[config.mk]
export PLATFORM = sky130hd
export DESIGN_NAME = expression_token_lexer_core
export DESIGN_NICKNAME = d
export VERILOG_FILES = /design/src/design/etl_pkg.sv /design/src/design/etl_step.sv /design/src/design/expression_token_lexer_core.sv
export SDC_FILE = /design/constraint.sdc
export NUM_CORES = 1
export LEC_CHECK = 0
export BUFFER_PORTS_ARGS = -buffer_cell sky130_fd_sc_hd__buf_2
export CAP_MARGIN = 20
export CORE_MARGIN = 1
export CORE_UTILIZATION = 61
export DETAILED_ROUTE_END_ITERATION = 16
export PLACE_DENSITY_LB_ADDON = 0.2
export SYNTH_ARGS = -nofsm -noshare
export SYNTH_HDL_FRONTEND = slang
export SYNTH_SLANG_ARGS = --single-unit
[constraint.sdc]
create_clock -name clk -period 4.3 [get_ports clk]
set_clock_uncertainty 0.15 [all_clocks]
set_input_delay 0.43 -clock clk [delete_from_list [all_inputs] [get_ports clk]]
set_output_delay 0.43 -clock clk [all_outputs]
set_load 0.02 [all_outputs]
[src/design/etl_pkg.sv]
`timescale 1ns / 1ps

package etl_pkg;

	// lexer states, encoded as in the behavioral definition
	typedef enum logic [3:0] {
		LX_IDLE = 4'd0,
		LX_NUM  = 4'd1,
		LX_ERR  = 4'd2,
		LX_S    = 4'd3,
		LX_SI   = 4'd4,
		LX_SQ   = 4'd5,
		LX_SQR  = 4'd6,
		LX_C    = 4'd7,
		LX_CO   = 4'd8,
		LX_CT   = 4'd9,
		LX_T    = 4'd10,
		LX_TA   = 4'd11,
		LX_L    = 4'd12
	} lex_state_t;

	typedef enum logic [4:0] {
		TK_PLUS    = 5'd0,
		TK_MINUS   = 5'd1,
		TK_DIV     = 5'd2,
		TK_MUL     = 5'd3,
		TK_LPAR    = 5'd4,
		TK_RPAR    = 5'd5,
		TK_X       = 5'd6,
		TK_UNARY   = 5'd7,
		TK_SIN     = 5'd8,
		TK_COS     = 5'd9,
		TK_TAN     = 5'd10,
		TK_CTG     = 5'd11,
		TK_SQRT    = 5'd12,
		TK_LN      = 5'd13,
		TK_NUMCHAR = 5'd14,
		TK_NUMEND  = 5'd15,
		TK_ERROR   = 5'd16
	} token_t;

	// ascii codes
	localparam logic [7:0] CH_SPACE = 8'h20;
	localparam logic [7:0] CH_PLUS  = 8'h2B;
	localparam logic [7:0] CH_MINUS = 8'h2D;
	localparam logic [7:0] CH_SLASH = 8'h2F;
	localparam logic [7:0] CH_STAR  = 8'h2A;
	localparam logic [7:0] CH_LPAR  = 8'h28;
	localparam logic [7:0] CH_RPAR  = 8'h29;
	localparam logic [7:0] CH_POINT = 8'h2E;
	localparam logic [7:0] CH_0     = 8'h30;
	localparam logic [7:0] CH_9     = 8'h39;
	localparam logic [7:0] CH_A     = 8'h61;
	localparam logic [7:0] CH_C     = 8'h63;
	localparam logic [7:0] CH_G     = 8'h67;
	localparam logic [7:0] CH_I     = 8'h69;
	localparam logic [7:0] CH_L     = 8'h6C;
	localparam logic [7:0] CH_N     = 8'h6E;
	localparam logic [7:0] CH_O     = 8'h6F;
	localparam logic [7:0] CH_Q     = 8'h71;
	localparam logic [7:0] CH_R     = 8'h72;
	localparam logic [7:0] CH_S     = 8'h73;
	localparam logic [7:0] CH_T     = 8'h74;
	localparam logic [7:0] CH_X     = 8'h78;

	typedef struct packed {
		token_t     kind;
		logic [7:0] ch;
		logic       last;
	} res_t;

	// everything one character step produces
	typedef struct packed {
		logic [1:0] num;
		res_t       r0;
		res_t       r1;
		lex_state_t lex_nxt;
		logic       point_nxt;
		logic       unary_nxt;
	} step_t;

endpackage

[src/design/etl_step.sv]
`timescale 1ns / 1ps

module etl_step (
	input  logic [7:0]          char_code,
	input  logic                end_of_line,
	input  etl_pkg::lex_state_t lex_state,
	input  logic                point_seen,
	input  logic                unary_allowed,
	output etl_pkg::step_t      step
);
	import etl_pkg::*;

	typedef struct packed {
		logic       emit;
		token_t     kind;
		logic [7:0] ch;
		lex_state_t lex_nxt;
		logic       point_clr;
		logic       unary_nxt;
	} start_t;

	function automatic logic is_numeral(input logic [7:0] c);
		return (c >= CH_0) && (c <= CH_9);
	endfunction

	// a character with no token open
	function automatic start_t start_char(input logic [7:0] c, input logic unary);
		start_t r;
		r.emit      = 1'b1;
		r.kind      = TK_ERROR;
		r.ch        = 8'd0;
		r.lex_nxt   = LX_IDLE;
		r.point_clr = 1'b0;
		r.unary_nxt = 1'b0;
		case (c)
			CH_SPACE: begin
				r.emit      = 1'b0;
				r.unary_nxt = unary;
			end
			CH_PLUS:  r.kind = TK_PLUS;
			CH_MINUS: r.kind = unary ? TK_UNARY : TK_MINUS;
			CH_SLASH: r.kind = TK_DIV;
			CH_STAR:  r.kind = TK_MUL;
			CH_LPAR: begin
				r.kind      = TK_LPAR;
				r.unary_nxt = 1'b1;
			end
			CH_RPAR:  r.kind = TK_RPAR;
			CH_X:     r.kind = TK_X;
			CH_S, CH_C, CH_T, CH_L: begin
				r.emit      = 1'b0;
				r.unary_nxt = unary;
				r.lex_nxt   = (c == CH_S) ? LX_S : (c == CH_C) ? LX_C :
				              (c == CH_T) ? LX_T : LX_L;
			end
			default: begin
				r.unary_nxt = unary;
				if (is_numeral(c)) begin
					r.kind      = TK_NUMCHAR;
					r.ch        = c;
					r.point_clr = 1'b1;
					r.lex_nxt   = LX_NUM;
				end else begin
					r.lex_nxt = LX_ERR;
				end
			end
		endcase
		return r;
	endfunction

	start_t st;
	start_t st_num;
	token_t kw_tok;
	logic   kw_done;
	logic   kw_adv;
	lex_state_t kw_nxt;
	logic   in_keyword;

	assign in_keyword = (lex_state != LX_IDLE) && (lex_state != LX_NUM) && (lex_state != LX_ERR);
	assign st     = start_char(char_code, unary_allowed);
	assign st_num = start_char(char_code, 1'b0);

	// keyword prefix continuation
	always_comb begin
		kw_tok  = TK_ERROR;
		kw_done = 1'b0;
		kw_adv  = 1'b0;
		kw_nxt  = LX_ERR;
		case (lex_state)
			LX_S: begin
				if (char_code == CH_I) begin
					kw_adv = 1'b1;
					kw_nxt = LX_SI;
				end else if (char_code == CH_Q) begin
					kw_adv = 1'b1;
					kw_nxt = LX_SQ;
				end
			end
			LX_SI:  if (char_code == CH_N) begin kw_done = 1'b1; kw_tok = TK_SIN; end
			LX_SQ: begin
				if (char_code == CH_R) begin
					kw_adv = 1'b1;
					kw_nxt = LX_SQR;
				end
			end
			LX_SQR: if (char_code == CH_T) begin kw_done = 1'b1; kw_tok = TK_SQRT; end
			LX_C: begin
				if (char_code == CH_O) begin
					kw_adv = 1'b1;
					kw_nxt = LX_CO;
				end else if (char_code == CH_T) begin
					kw_adv = 1'b1;
					kw_nxt = LX_CT;
				end
			end
			LX_CO:  if (char_code == CH_S) begin kw_done = 1'b1; kw_tok = TK_COS; end
			LX_CT:  if (char_code == CH_G) begin kw_done = 1'b1; kw_tok = TK_CTG; end
			LX_T: begin
				if (char_code == CH_A) begin
					kw_adv = 1'b1;
					kw_nxt = LX_TA;
				end
			end
			LX_TA:  if (char_code == CH_N) begin kw_done = 1'b1; kw_tok = TK_TAN; end
			LX_L:   if (char_code == CH_N) begin kw_done = 1'b1; kw_tok = TK_LN; end
			default: ;
		endcase
		if (kw_done)
			kw_nxt = LX_IDLE;
	end

	always_comb begin
		step.num       = 2'd0;
		step.r0        = '{kind: TK_ERROR, ch: 8'd0, last: 1'b0};
		step.r1        = '{kind: TK_ERROR, ch: 8'd0, last: 1'b1};
		step.lex_nxt   = lex_state;
		step.point_nxt = point_seen;
		step.unary_nxt = unary_allowed;
		if (end_of_line) begin
			if (lex_state == LX_NUM) begin
				step.num     = 2'd1;
				step.r0.kind = TK_NUMEND;
			end else if (in_keyword) begin
				step.num = 2'd1;
			end
			step.lex_nxt   = LX_IDLE;
			step.point_nxt = 1'b0;
			step.unary_nxt = 1'b1;
		end else if (lex_state == LX_ERR) begin
			// sticky until end of line
		end else if (lex_state == LX_NUM) begin
			if (is_numeral(char_code)) begin
				step.num     = 2'd1;
				step.r0.kind = TK_NUMCHAR;
				step.r0.ch   = char_code;
			end else if (char_code == CH_POINT) begin
				step.num = 2'd1;
				if (point_seen) begin
					step.lex_nxt = LX_ERR;
				end else begin
					step.point_nxt = 1'b1;
					step.r0.kind   = TK_NUMCHAR;
					step.r0.ch     = char_code;
				end
			end else begin
				// number ends, then the character starts afresh
				step.r0.kind   = TK_NUMEND;
				step.num       = st_num.emit ? 2'd2 : 2'd1;
				step.r1.kind   = st_num.kind;
				step.r1.ch     = st_num.ch;
				step.lex_nxt   = st_num.lex_nxt;
				step.point_nxt = 1'b0;
				step.unary_nxt = st_num.unary_nxt;
			end
		end else if (in_keyword) begin
			step.num = kw_done ? 2'd1 : (kw_adv ? 2'd0 : 2'd1);
			step.r0.kind = kw_tok;
			step.lex_nxt = kw_nxt;
			if (kw_done)
				step.unary_nxt = 1'b0;
		end else begin
			step.num       = st.emit ? 2'd1 : 2'd0;
			step.r0.kind   = st.kind;
			step.r0.ch     = st.ch;
			step.lex_nxt   = st.lex_nxt;
			step.unary_nxt = st.unary_nxt;
			if (st.point_clr)
				step.point_nxt = 1'b0;
		end
		step.r0.last = (step.num == 2'd1);
	end

endmodule

[src/design/expression_token_lexer_core.sv]
`timescale 1ns / 1ps

// streaming lexer for arithmetic expressions: one ascii character (or an end-of-line
// mark) per input request, zero, one or two token requests out per character. a
// character is held in an input register, its tokens are worked out combinationally
// and pushed into a four-entry result queue that drives the output ports. a new
// character is taken every cycle as long as the queue has two free entries, so a
// line lexes at one character per cycle whenever each character gives at most one
// token and the output side keeps up; a character that ends a number and starts
// another token gives two tokens and the output then paces the stream at one token
// per cycle. a character's tokens go from the input register into the result
// queue and out from there; the character waits in the input register while the
// queue lacks two free entries. number digits come out one per token kind numchar
// with the character on number_char, closed by numend; last_result marks the final
// token of a character. after an error the lexer stays silent until end of line.

module expression_token_lexer_core (
	input  logic       clk,
	input  logic       arst_n,
	input  logic       in_valid,
	output logic       in_ready,
	input  logic [7:0] char_code,
	input  logic       end_of_line,
	output logic       out_valid,
	input  logic       out_ready,
	output logic [4:0] token_kind,
	output logic [7:0] number_char,
	output logic       last_result
);
	import etl_pkg::*;

	// input register
	logic       valid_s1;
	logic [7:0] char_s1;
	logic       eol_s1;

	// lexer state
	lex_state_t lex_state_q;
	logic       point_seen_q;
	logic       unary_q;

	// result queue
	res_t       queue_q [4];
	logic [1:0] wr_ptr_q;
	logic [1:0] rd_ptr_q;
	logic [2:0] count_q;

	step_t step;
	logic  advance;
	logic  pop;
	logic [1:0] wr_ptr_nxt;

	etl_step u_step (
		.char_code     (char_s1),
		.end_of_line   (eol_s1),
		.lex_state     (lex_state_q),
		.point_seen    (point_seen_q),
		.unary_allowed (unary_q),
		.step          (step)
	);

	// the held character moves on only when the queue can take both tokens
	assign advance  = valid_s1 && (count_q <= 3'd2);
	assign in_ready = !valid_s1 || advance;
	assign pop      = out_valid && out_ready;
	assign wr_ptr_nxt = wr_ptr_q + 2'd1;

	always_ff @(posedge clk or negedge arst_n) begin
		if (!arst_n) begin
			valid_s1 <= 1'b0;
		end else if (in_ready) begin
			valid_s1 <= in_valid;
		end
	end

	always_ff @(posedge clk) begin
		if (in_valid && in_ready) begin
			char_s1 <= char_code;
			eol_s1  <= end_of_line;
		end
	end

	always_ff @(posedge clk or negedge arst_n) begin
		if (!arst_n) begin
			lex_state_q  <= LX_IDLE;
			point_seen_q <= 1'b0;
			unary_q      <= 1'b1;
		end else if (advance) begin
			lex_state_q  <= step.lex_nxt;
			point_seen_q <= step.point_nxt;
			unary_q      <= step.unary_nxt;
		end
	end

	// queue pointers and fill count
	always_ff @(posedge clk or negedge arst_n) begin
		if (!arst_n) begin
			wr_ptr_q <= 2'd0;
			rd_ptr_q <= 2'd0;
			count_q  <= 3'd0;
		end else begin
			if (advance)
				wr_ptr_q <= wr_ptr_q + step.num;
			if (pop)
				rd_ptr_q <= rd_ptr_q + 2'd1;
			count_q <= count_q + (advance ? {1'b0, step.num} : 3'd0) - {2'b00, pop};
		end
	end

	// queue storage, up to two writes per cycle
	always_ff @(posedge clk) begin
		if (advance && (step.num != 2'd0))
			queue_q[wr_ptr_q] <= step.r0;
		if (advance && (step.num == 2'd2))
			queue_q[wr_ptr_nxt] <= step.r1;
	end

	assign out_valid   = (count_q != 3'd0);
	assign token_kind  = queue_q[rd_ptr_q].kind;
	assign number_char = queue_q[rd_ptr_q].ch;
	assign last_result = queue_q[rd_ptr_q].last;

endmodule
Word level (Yosys, flattened, before mapping)
Memories as Yosys holds them, arrays and structs flattened.
Index checks and enable logic that the tools add are counted.
{ "totals": {"memories": 1, "wordCells": 164, "ram_bits": 56, "in_bits": 13, "output_inout_bits": 16, "regBits": 23} }
{ "op_classes": {"n_reduce_logical": 24, "eq_ne": 42, "n_addsub": 5, "muxes": 80, "magnitude_cmp": 3} }
{ "memory_table": {"columns": ["memory", "words", "width", "read_ports", "rd_clocked_by_memory_dff", "write_ports", "line", "text"], "rows": [
  ["queue_q", 4, 14, 1, 0, 2, "expression_token_lexer_core.sv:43", "res_t queue_q [4];"]
]} }
{ "op_table": {"columns": ["cell", "n"], "rows": [
  ["== test 8 x 7 -> 1 bit, second input constant", 12],
  ["two-way mux 13 bit", 7],
  ["== test 8 x 6 -> 1 bit, second input constant", 8],
  ["two-way mux 15 bit", 3],
  ["two-way mux 5 bit", 8],
  ["one-hot mux 5 bit (8 select lines)", 1],
  ["two-way mux 4 bit", 9],
  ["one-hot mux 5 bit (7 select lines)", 1],
  ["two-way mux 8 bit", 4],
  ["one-hot mux 5 bit (6 select lines)", 1],
  ["two-way mux 1 bit", 24],
  ["two-way mux 6 bit", 4],
  ["two-way mux 7 bit", 3],
  ["== test 4 bit, second input constant", 5],
  ["== test 4 x 3 -> 1 bit, second input constant", 4],
  ["one-hot mux 4 bit (2 select lines)", 2],
  ["one-hot mux 4 bit (4 select lines)", 1],
  ["two-way mux 3 bit", 4],
  ["OR reduction 12 bit", 1],
  ["two-way mux 2 bit", 5],
  ["!= test 3 bit, second input constant", 3],
  ["== test 4 x 2 -> 1 bit, second input constant", 2],
  [">= comparator 8 x 6 -> 1 bit, second input constant", 1],
  ["less-or-equal comparator 8 x 6 -> 1 bit, second input constant", 1],
  ["30 further kinds", 40]
]} }

Depth between registers and ports, before layout
{ "depth": {"depth_word": 14, "depth_mapped": 13, "mapped_depth_nobuf": 11} }

Modules after synthesis
From an unflattened synthesis, not the netlist that was laid out.
{ "unflattened": {"cells_unflattened": 421, "area_unflattened_um2": 5361.4} }
{ "by_module_without_submodules": {"columns": ["module", "area_per_inst_um2", "seq_area_each_um2", "cells_each", "n_inst"], "rows": [
  ["expression_token_lexer_core", 3936.3, 2303.5, 209, 1],
  ["etl_step", 1425.1, 0.0, 212, 1]
]} }

Worst setup path after synthesis
Ideal clock, no wire load.
{ "synth_timing": {"path_kind": "reg-to-reg", "start": "reg char_s1[2]", "end": "reg count_q[2]", "setup_ps": 80, "path_buffers": 1, "arrival_time_ps": 2995, "path_stages_with_launch": 13, "period_less_slack_ps": 3225, "setup_slack_ps": 1075, "cell_sequence": "edfxtp_1 -> buf_2 -> nor4bb_1 -> a22oi_1 -> nand4_1 -> o2111a_2 -> nand2_4 -> ha_1 -> inv_1 -> ha_1 -> fa_1 -> xnor2_1 -> xnor2_1"} }
{ "synth_via": {"elab_chain_cells": 13, "word_cells_on_any_way": 41, "cone_classes": "2 x add/sub; 2 x order compare; 13 x eq/ne; 22 x mux; 2 x reduce/logical"} }
{ "synth_rtl": {"columns": ["element", "line", "text"], "rows": [
  ["start, declared", "expression_token_lexer_core.sv:34", "logic [7:0] char_s1;"],
  ["start signal, assigned", "expression_token_lexer_core.sv:78", "char_s1 <= char_code;"],
  ["== test 8 x 7 -> 1 bit (on tied branches)", null, null],
  ["two-way mux 1 bit (on tied branches)", "etl_step.sv:106, etl_step.sv:111, etl_step.sv:94", null],
  ["two-way mux 1 bit (on tied branches)", "etl_step.sv:108, etl_step.sv:91", null],
  ["one-hot mux 1 bit (4 select lines)", "etl_step.sv:89", "case (lex_state)"],
  ["two-way mux 1 bit", "etl_step.sv:176", "step.num = kw_done ? 2'd1 : (kw_adv ? 2'd0 : 2'd1);"],
  ["two-way mux 2 bit", "etl_step.sv:176", null],
  ["two-way mux 7 bit", "etl_step.sv:175", "end else if (in_keyword) begin"],
  ["two-way mux 15 bit (*)", "etl_step.sv:151", "end else if (lex_state == LX_NUM) begin"],
  ["two-way mux 15 bit (*)", "etl_step.sv:149", "end else if (lex_state == LX_ERR) begin"],
  ["two-way mux 7 bit (*)", "etl_step.sv:139", "if (end_of_line) begin"],
  ["two-way mux 2 bit (*)", "expression_token_lexer_core.sv:106", "count_q <= count_q + (advance ? {1'b0, step.num} : 3'd0) - {2'b00, pop};"],
  ["adder 3 x 2 -> 3 bit (*)", "expression_token_lexer_core.sv:106", null],
  ["subtractor 3 x 1 -> 3 bit (*)", "expression_token_lexer_core.sv:106", null],
  ["end signal, assigned", "expression_token_lexer_core.sv:106", null],
  ["end, declared", "expression_token_lexer_core.sv:46", "logic [2:0] count_q;"]
]} }
Every way passes the cells marked *; elsewhere a longest branch is shown, timed or not.
A chain may end at the register's enable or synchronous reset.

Worst setup path in the final report
{ "layout_timing": {"start": "reg char_s1[4]", "end": "reg count_q[2]"} }
The elaborated chain is that of the path after synthesis.

==> flow_summary.ini <==
[run_status]
run_status = completed

[yosys]
synth.yosys.seq_area_share_pct = 42.04
yosysUniqueCellTypes = 81
yosys-top-cells-area = dfxtp_1 18%, edfxtp_1 17%, dfrtp_1 7.2%
ys_dominant_reg_cell = dfxtp_1
synth_common_cells = 40 x dfxtp_1, 34 x nand2_1, 28 x nor2_1
avgSynthCellArea_um2 = 10.02
yosysTopAreaCellShare_pct = 17.69
synth_async_sr_flop_share_pct = 17.72
synth_top_family_by_area = compound AO/OA/AOI/OAI gates
synthXorXnorAreaFrac_pct = 1.548
synth_edf_count = 25
yosysTopAreaCell = dfxtp_1
ys_warn_count = 0
synth-seq-cells = 79
postSynthCellCount = 452
synth_nets = 470
netlist_area_um2 = 4527
synthMuxAreaShare_pct = 7.407
synth_compound_area_share_pct = 22.19
synth.most_common_cell = dfxtp_1
synthSimpleGateAreaFrac_pct = 20.23
synth-adder-area-share_pct = 1.548

[pwr]
power_switching_mw = 1.379
peakVddDrop_mv = 0.3976
p_seq_share_pct = 38.7
power_frac_clock_pct = 17.5
p_per_area_nw_per_um2 = 630.6
power_mw = 3.117
power_frac_comb_pct = 43.8
p_sw_share_pct = 44.24
internal_power_mw = 1.738
leakage_nw = 1.875

[global_route]
grt.busiest_layer = met2
met3_usage_pct = 4.995
grt_pass1_wl_um = 18240
antenna_found_initial = 0
grt_max_degree = 25
met1_usage_pct = 41.15
grt_util_all_layers_pct = 30.82
grt-ovfl-total = 0
grt_pass1_vias = 3574
use_met2_pct = 50.04

[worst_setup_path]
critPathArrivalTime_ns = 3.76
cp_max_fo = 17
startpoint_type = flop
cp-end-kind = flop
crit_start = char_s1[4]$_DFFE_PP_
r2r-start = char_s1[4]$_DFFE_PP_
critPathRequiredTime_ns = 4.44
timing_worst_setup_path_type = flop to flop

[detailed_routing]
ant_nets = 0
wl_per_cell_um = 19.88
dr.pass1.iters = 6
vias_per_cell = 6.676
drtIter0Drc = 379
routed_wl_um = 11410
drcViolationCount = 0
vias = 3832

[clock_tree]
clockRootBuffer = clkbuf_8
clk-insertion-delay-late_ns = 0.36
postCtsResizedCells = 0
clockBufferDepth = 2
cts_hold_buffers = 1
cts_num_sinks = 79
path_clk_slew_ns = 0.09
h-tree-depth = 3
postCtsSetupRepairBufs = 0
cts_tree = done
numCtsBuffers = 9

[finish]
areaGrowthSynthToFinish_pct = 9.204
fill_cells = 593
nNetsFinal = 488
drive_gt1_share_pct = 19.16
seq_area_um2 = 1903
n_antenna_cell = 0
multi_input_area_um2 = 2396
stdcell_area_um2 = 4943

[floorplan]
die_area_um2 = 7770
row_count = 31
die_y_um = 88.15
io_pins = 29
core-area_um2 = 7214
start_util_pct = 62.75
fp.dieW_um = 88.15

[sta]
slew_viol_final = 0
setup-violations-final = 0
max-slew-margin-rel_pct = 43.19
period_share_pct = 84.34
tightest_slew_ns = 0.8522
fin_ws_ns = 0.6734
hold_viol_final = 0
whs_ns = 0.08866
fmax_ghz = 0.2757
fin_tns_setup_ns = 0
finalCriticalPeriod_ns = 3.627
rsz0062_at_grt = false

[worst_hold_path]
worst_hold_path_type = primary input to flop
min_from = end_of_line

[run]
drv_cap = 0

[place]
placed_area_um2 = 4732
port_buffers = 28
place_ws_ns = 0.7065
dp_hpwl_um = 8191
gp_congestion = 0.9470
-- cell type report --
cell class,count,area share (%)
inverters,17,1.291
clock inverters,4,0.7087
well taps,99,2.506
multi-input cells,320,48.47
repair buffers,43,5.163
clock buffers,12,3.366
flip-flops and latches,79,38.50
-- critical path, cell delays in order (launching register included) --
cell and delay [ns]:
edfxtp_1 0.71, or4b_1 0.49, a2111oi_1 0.51, o211ai_1 0.22, o2111a_2 0.27, nand2_4 0.12, ha_1 0.13, inv_1 0.04
ha_1 0.18, fa_1 0.38, xnor2_1 0.21, xnor2_1 0.14
-- cell families (layout without fill, tap and decap cells) --
group,after synthesis,count (layout)
and+or+nand+nor,157,157
AOI/OAI and AO/OA,134,134
DFF,79,79
buffers and inverters,53,76
muxes,16,16
xor gates and xnor gates,8,8
adders and majority gates,5,5
-- cells in the final DEF (no fill, tap or decap), types with 7 or more instances in the layout --
cell,instances
a21oi_1,23
a22o_1,21
a31oi_1,9
and2_1,14
buf_2,28
buf_4,14
clkbuf_8,10
dfrtp_1,13
dfxtp_1,40
edfxtp_1,25
inv_1,15
mux4_2,14
nand2_1,34
nand2b_1,10
nand3_1,16
nand4_1,7
nor2_1,28
o211ai_1,9
o21ai_0,15
-- power groups by stage --
| stage | registers, mW | logic (mW) | clock network (mW) |
|---|---|---|---|
| after CTS | 1.20 | 1.35 | 0.552 |
| final | 1.21 | 1.37 | 0.545 |
| after floorplan | 1.00 | 1.20 | 0 |
| after global routing | 1.24 | 1.48 | 0.588 |
| after detailed placement | 1.22 | 1.34 | 0 |
| after global placement | 1.21 | 1.32 | 0 |
-- state kept, by name, summed over array words and instances, names as in the netlist --
register      cells
count_q           3
unary_q           1
lex_state_q       4
queue_q          56
char_s1           8
point_seen_q      1
eol_s1            1
valid_s1          1
wr_ptr_q          2
rd_ptr_q          2
-- final timing paths --
kind,slack [ns],cells after the start,endpoint
max,0.67,11,count_q[2]$_DFF_PN0_
min reg2reg,0.31,1,queue_q[3][6]$_SDFFE_PP0P_
max in group asynchronous,3.32,2,unary_q$_DFFE_PN1P_
min,0.09,1,eol_s1$_DFFE_PP_
min in group asynchronous,0.36,2,point_seen_q$_DFFE_PN0P_
max reg2reg,0.67,11,count_q[2]$_DFF_PN0_
-- through the flow --
step | instances | util, %
final | 574 | 68.52
after global routing | 574 | 68.52
after CTS | 574 | 68.52
after detailed placement | 557 | 65.59
after global placement | 557 | 65.59
after floorplan | 452 | -
-- routing by layer --
layer / wire length [µm] / up-vias
li1: - / 1764
met4: 275 / 0
met2: 5564 / 193
met5: 0 / -
met1: 4690 / 1854
met3: 879 / 21
Note: power is estimated with default switching activity, not from simulation.
